**src/wrq_pkg.sv**
```systemverilog
`timescale 1ns / 1ps
package wrq_pkg;

   localparam int WARP_W = 32;

   localparam logic [2:0] KIND_SUBMIT   = 3'd0;
   localparam logic [2:0] KIND_SELECT   = 3'd1;
   localparam logic [2:0] KIND_STALL    = 3'd2;
   localparam logic [2:0] KIND_COMPLETE = 3'd3;
   localparam logic [2:0] KIND_TICK     = 3'd4;

   localparam logic [2:0] REG_ACTIVE_UNITS  = 3'd0;
   localparam logic [2:0] REG_POLICY_MODE   = 3'd1;
   localparam logic [2:0] REG_WARPS_MAX     = 3'd2;
   localparam logic [2:0] REG_BATCH_LIMIT   = 3'd3;
   localparam logic [2:0] REG_REBALANCE_EN  = 3'd4;

   localparam logic [1:0] POLICY_ROUND_ROBIN = 2'd0;

   localparam logic [2:0] RST_ACTIVE_UNITS = 3'd4;
   localparam logic [1:0] RST_POLICY_MODE  = 2'd2;
   localparam logic [4:0] RST_WARPS_MAX    = 5'd16;
   localparam logic [4:0] RST_BATCH_LIMIT  = 5'd4;
   localparam logic       RST_REBALANCE_EN = 1'b1;

   typedef enum logic [3:0] {
      ST_IDLE,
      ST_DECODE,
      ST_MUL,
      ST_SHARE,
      ST_DIV,
      ST_FILL,
      ST_MOD,
      ST_TAKE,
      ST_STALL,
      ST_TICK,
      ST_DONE
   } state_type;

   typedef struct packed {
      logic push;
      logic take;
   } list_ctl_type;

   typedef struct packed {
      logic shift;
      logic load;
   } cell_ctl_type;

endpackage

```
**src/wrq_cell.sv**
```systemverilog
`timescale 1ns / 1ps
module wrq_cell (
   input  logic                        clock,
   input  wrq_pkg::cell_ctl_type       ctl,
   input  logic [wrq_pkg::WARP_W-1:0]  load_data,
   input  logic [wrq_pkg::WARP_W-1:0]  next_data,
   output logic [wrq_pkg::WARP_W-1:0]  value
);

   logic [wrq_pkg::WARP_W-1:0] value_ff;
   logic [wrq_pkg::WARP_W-1:0] value_in;

   always_comb begin
      value_in = value_ff;
      if (ctl.shift) begin
         value_in = next_data;
      end else if (ctl.load) begin
         value_in = load_data;
      end
   end

   always_ff @(posedge clock) begin
      value_ff <= value_in;
   end

   assign value = value_ff;

endmodule

```
**src/wrq_list.sv**
```systemverilog
`timescale 1ns / 1ps
module wrq_list #(
   parameter int LIST_DEPTH = 16
) (
   input  logic                                  clock,
   input  logic                                  reset,
   input  wrq_pkg::list_ctl_type                 ctl,
   input  logic [$clog2(LIST_DEPTH)-1:0]         pos,
   input  logic [wrq_pkg::WARP_W-1:0]            push_data,
   output logic [$clog2(LIST_DEPTH+1)-1:0]       length,
   output logic                                  full,
   output logic [wrq_pkg::WARP_W-1:0]            sel_data
);

   localparam int PW = $clog2(LIST_DEPTH);
   localparam int LW = $clog2(LIST_DEPTH + 1);

   logic [LW-1:0]                len_ff;
   logic [LW-1:0]                len_in;
   logic                         push_ok;
   logic [wrq_pkg::WARP_W-1:0]   values [LIST_DEPTH];

   assign full    = (len_ff == LW'(LIST_DEPTH));
   assign push_ok = ctl.push && !full;
   assign length  = len_ff;

   // Removing an entry makes every cell at or past it take its right neighbor.
   for (genvar i = 0; i < LIST_DEPTH; i++) begin : g_cell
      wrq_pkg::cell_ctl_type       cctl;
      logic [wrq_pkg::WARP_W-1:0]  nxt;

      assign cctl.shift = ctl.take && (PW'(i) >= pos);
      assign cctl.load  = push_ok && (len_ff == LW'(i));
      if (i == LIST_DEPTH - 1) begin : g_last
         assign nxt = values[i];
      end else begin : g_mid
         assign nxt = values[i+1];
      end

      wrq_cell u_cell (
         .clock     (clock),
         .ctl       (cctl),
         .load_data (push_data),
         .next_data (nxt),
         .value     (values[i])
      );
   end

   assign sel_data = values[pos];

   always_comb begin
      len_in = len_ff;
      if (push_ok) begin
         len_in = len_ff + LW'(1);
      end else if (ctl.take) begin
         len_in = len_ff - LW'(1);
      end
   end

   always_ff @(posedge clock) begin
      if (reset) begin
         len_ff <= '0;
      end else begin
         len_ff <= len_in;
      end
   end

endmodule

```
**config.mk**
```make
export PLATFORM = sky130hd
export DESIGN_NAME = wrq_list
export DESIGN_NICKNAME = d
export VERILOG_FILES = /design/src/wrq_pkg.sv /design/src/wrq_cell.sv /design/src/wrq_list.sv
export SDC_FILE = /design/constraint.sdc
export NUM_CORES = 1
export LEC_CHECK = 0
export BUFFER_PORTS_ARGS = -buffer_cell sky130_fd_sc_hd__buf_4
export CAP_MARGIN = 0
export CORE_MARGIN = 2
export CORE_UTILIZATION = 63
export DETAILED_ROUTE_END_ITERATION = 8
export PLACE_DENSITY = 0.78
export SYNTH_ARGS = -nofsm -noshare
export SYNTH_HDL_FRONTEND = slang
export SYNTH_SLANG_ARGS = --single-unit
```
**constraint.sdc**
```tcl
create_clock -name clock -period 5.28 [get_ports clock]
set_input_delay 1.056 -clock clock [delete_from_list [all_inputs] [get_ports clock]]
set_output_delay 1.056 -clock clock [all_outputs]
set_load 0.02 [all_outputs]
```
==> flow_summary_export.csv <==
group,metric,value,unit
outcome,status,"finished, final reports clean",
logic_synthesis,ys_seq_elements,517,
worst_setup_path,slowest_delay,0.64,ns
sta,whs,0.5631,ns
grt,grt_pass1_wl,98300,um
worst_setup_path,reg2reg_from,"length[4]",
clock_tree,cts_tree,"yes",
drt,wl_per_cell,32.47,um
power,powerDensity,352.7,mW/mm^2
grt,grt-ovfl-total,0,
clock_tree,htreeDepth,2,
worst_setup_path,r2r_cells,5,
drt,drt_iter0_markers,1888,
logic_synthesis,synth.most_common_cell,"edfxtp_1",
logic_synthesis,ys_top_cells_by_area,"edfxtp_1, mux2_2, mux4_2",
worst_setup_path,worst_path_max_delay_cell,"buf_6",
place,place_congestion,0.7869,
logic_synthesis,syn_inst,1447,
sta,maxClockFrequency,234.4,MHz
worst_setup_path,crit_arrival,3.21,ns
sta,setup_violations,0,
sta,hold_viol_final,0,
worst_hold_path,hold_end,"g_cell[12].u_cell.value[18]",
clock_tree,clock_latency,0.62,ns
drt,route.detailed.drc,0,
worst_hold_path,hp-class,"flop to flop",
place,io_buffers,77,
place,placed_area,0.02686,sq mm
grt,grt_max_degree,75,
clock_tree,path_clk_slew,0.06,ns
logic_synthesis,seq_area_frac_synth,0.6023,
worst_setup_path,path_buf_inv,3,
worst_setup_path,reg2reg_slack,2.63,ns
worst_setup_path,crit_top_cell,"buf_4",
clock_tree,post_cts_buffers,0,
worst_hold_path,min_from,"g_cell[13].u_cell.value[18]",
clock_tree,cts.sinks,517,
drt,dr.pass1.iters,5,
die,ios,78,
worst_setup_path,critPathKind,"primary input to output pin",
logic_synthesis,synth_nets,1494,
clock_tree,numCtsBuffers,53,
worst_setup_path,start_kind,"primary input",
logic_synthesis,synth.cell_area,0.02569,sq mm
logic_synthesis,synth-edff-count,512,
worst_setup_path,cp.required,4.22,ns
place,hpwlAfterDp,37650,um
logic_synthesis,syn_avg_cell_area,17.76,sq um
die,die_w,206.0,um
final_layout,area_growth,11.21,%
logic_synthesis,synthArstFlopShare,0,
die,initial_core_util,0.6422,
sta,drv_slew,0,
worst_setup_path,cp-end-kind,"output pin",
power,power,10080,uW
job,maxCapViolations,0,
clock_tree,cts_resized,0,
sta,finClkSkew,0.02412,ns
sta,fin_crit_sh,0.8080,
sta,slew_headroom,0.3437,
final_layout,layout.nets,1554,
die,die_h,206.0,um
final_layout,drive_above_1_share,0.5506,
die,core,0.04001,sq mm
die,rows,73,
worst_hold_path,hold_depth,1,
power,ir_drop,0.0002908,V
sta,period_needed,4.266,ns
logic_synthesis,synth_top_cell_area_share,0.5984,
drt,wirelength,67400,um
die,dieArea,0.04242,sq mm
logic_synthesis,yosys_warnings,0,
grt,grt_pass1_vias,14990,
final_layout,final_cell_area,0.02857,sq mm
worst_setup_path,cp_top_family,"buffers and inverters",
logic_synthesis,synth.distinct_cells,37,
grt,grt_antenna_before_repair,1,
grt,grt_usage,0.3264,
final_layout,n_antenna_cell,0,
sta,rsz0062_at_grt,"false",
logic_synthesis,synthFlopType,"edfxtp_1",
clock_tree,postCtsHoldBufs,0,
sta,worst_pin_slew,0.9810,ns
worst_setup_path,crit_path_max_fanout,74,
drt,vias,14590,
sta,finalSetupTns,0,ns
power,p_leak,0.009697,uW
logic_synthesis,yosys.area.top_type,"edfxtp_1",
clock_tree,clk_root_buffer_cell,"clkbuf_16",
worst_setup_path,crit_chain,"buf_6 > buf_4 > mux4_2 > a22oi_1 > nand2_1 > buf_4",
clock_tree,clockBufferDepth,3,
worst_setup_path,r2r_end,"g_cell[10].u_cell.value[10]",
drt,viasPerCell,7.027,
logic_synthesis,yosys-top-cells-count,"edfxtp_1, mux2_2, mux4_2",
drt,final_antenna_net_count,0,
-- area by class of cell --
cell class	instances	area, sq um
sequential	517	15470
fill	2562	11430
multi-input combinational	796	9610
clock buffer	63	1364
timing repair buffer	134	1104
tap	525	656.9
clock inverter	36	346.6
inverter	5	18.77
-- cell usage in the layout, fill, tap and decap left out, drive strengths merged, types with 5 or more instances in the layout --
master / netlist / routed
mux4: 128 / 128
a21o: 5 / 5
ha: 7 / 7
clkinv: 0 / 29
edfxtp: 512 / 512
dfxtp: 5 / 5
o21ai: 6 / 6
nor2: 7 / 7
buf: 81 / 133
mux2: 482 / 482
nand2: 61 / 61
a22oi: 64 / 64
inv: 5 / 6
clkbuf: 48 / 64
nand3: 5 / 5
bufinv: 0 / 6
-- state kept, by name (all words and copies together) (netlist names) --
| signal | flops |
|---|---|
| g_cell.u_cell.value | 512 |
| length | 5 |
-- metrics by stage --
stage,cells,setup WS (ns),utilization
2_1_floorplan,1447,1.025,-
3_3_place_gp,1977,1.075,0.6715
3_5_place_dp,1977,1.080,0.6715
4_1_cts,2076,1.076,0.7143
5_1_grt,2076,0.9592,0.7143
6_report,2076,1.014,0.7143
-- power by group --
part / internal (uW) / leakage (uW) / switching (uW)
clock: 2140 / 0.000848 / 1600
combinational: 598 / 0.00400 / 739
sequential: 4870 / 0.00485 / 129
-- routing by layer --
| metal | vias up | share of wire | GRT usage |
|---|---|---|---|
| met3 | 170 | 0.090 | 0.06370 |
| met1 | 7650 | 0.38 | 0.4332 |
| met4 | 2 | 0.037 | 0.1247 |
| met2 | 782 | 0.50 | 0.5390 |
| met5 | - | 0.00019 | 0 |
| li1 | 5984 | - | - |
-- kinds of logic (layout without fill, tap and decap cells) --
group,after synthesis,count (layout),synth area share
flip-flops,517,517,0.6023
multiplexers,610,610,0.3234
AO/OA/AOI/OAI,82,82,0.02347
adder cells (fa/ha/maj),7,7,0.003409
buffers and inverters,134,238,0.02824
AND/OR/NAND/NOR,95,95,0.01846
XOR/XNOR,2,2,0.0006819
-- worst max-delay path by stage --
stage / startpoint / end / slack, ns / cells after the start
final: pos[1] / sel_data[19] / 1.01 / 6
after CTS: pos[1] / sel_data[19] / 1.08 / 6
after floorplan: ctl[0] / g_cell[15].u_cell.value[0] / 1.03 / 3
after global placement: pos[0] / sel_data[19] / 1.08 / 6
after detailed placement: pos[1] / g_cell[13].u_cell.value[17] / 1.08 / 6
after global routing: pos[0] / sel_data[20] / 0.96 / 6
Note: power is estimated with default switching activity, not from simulation.
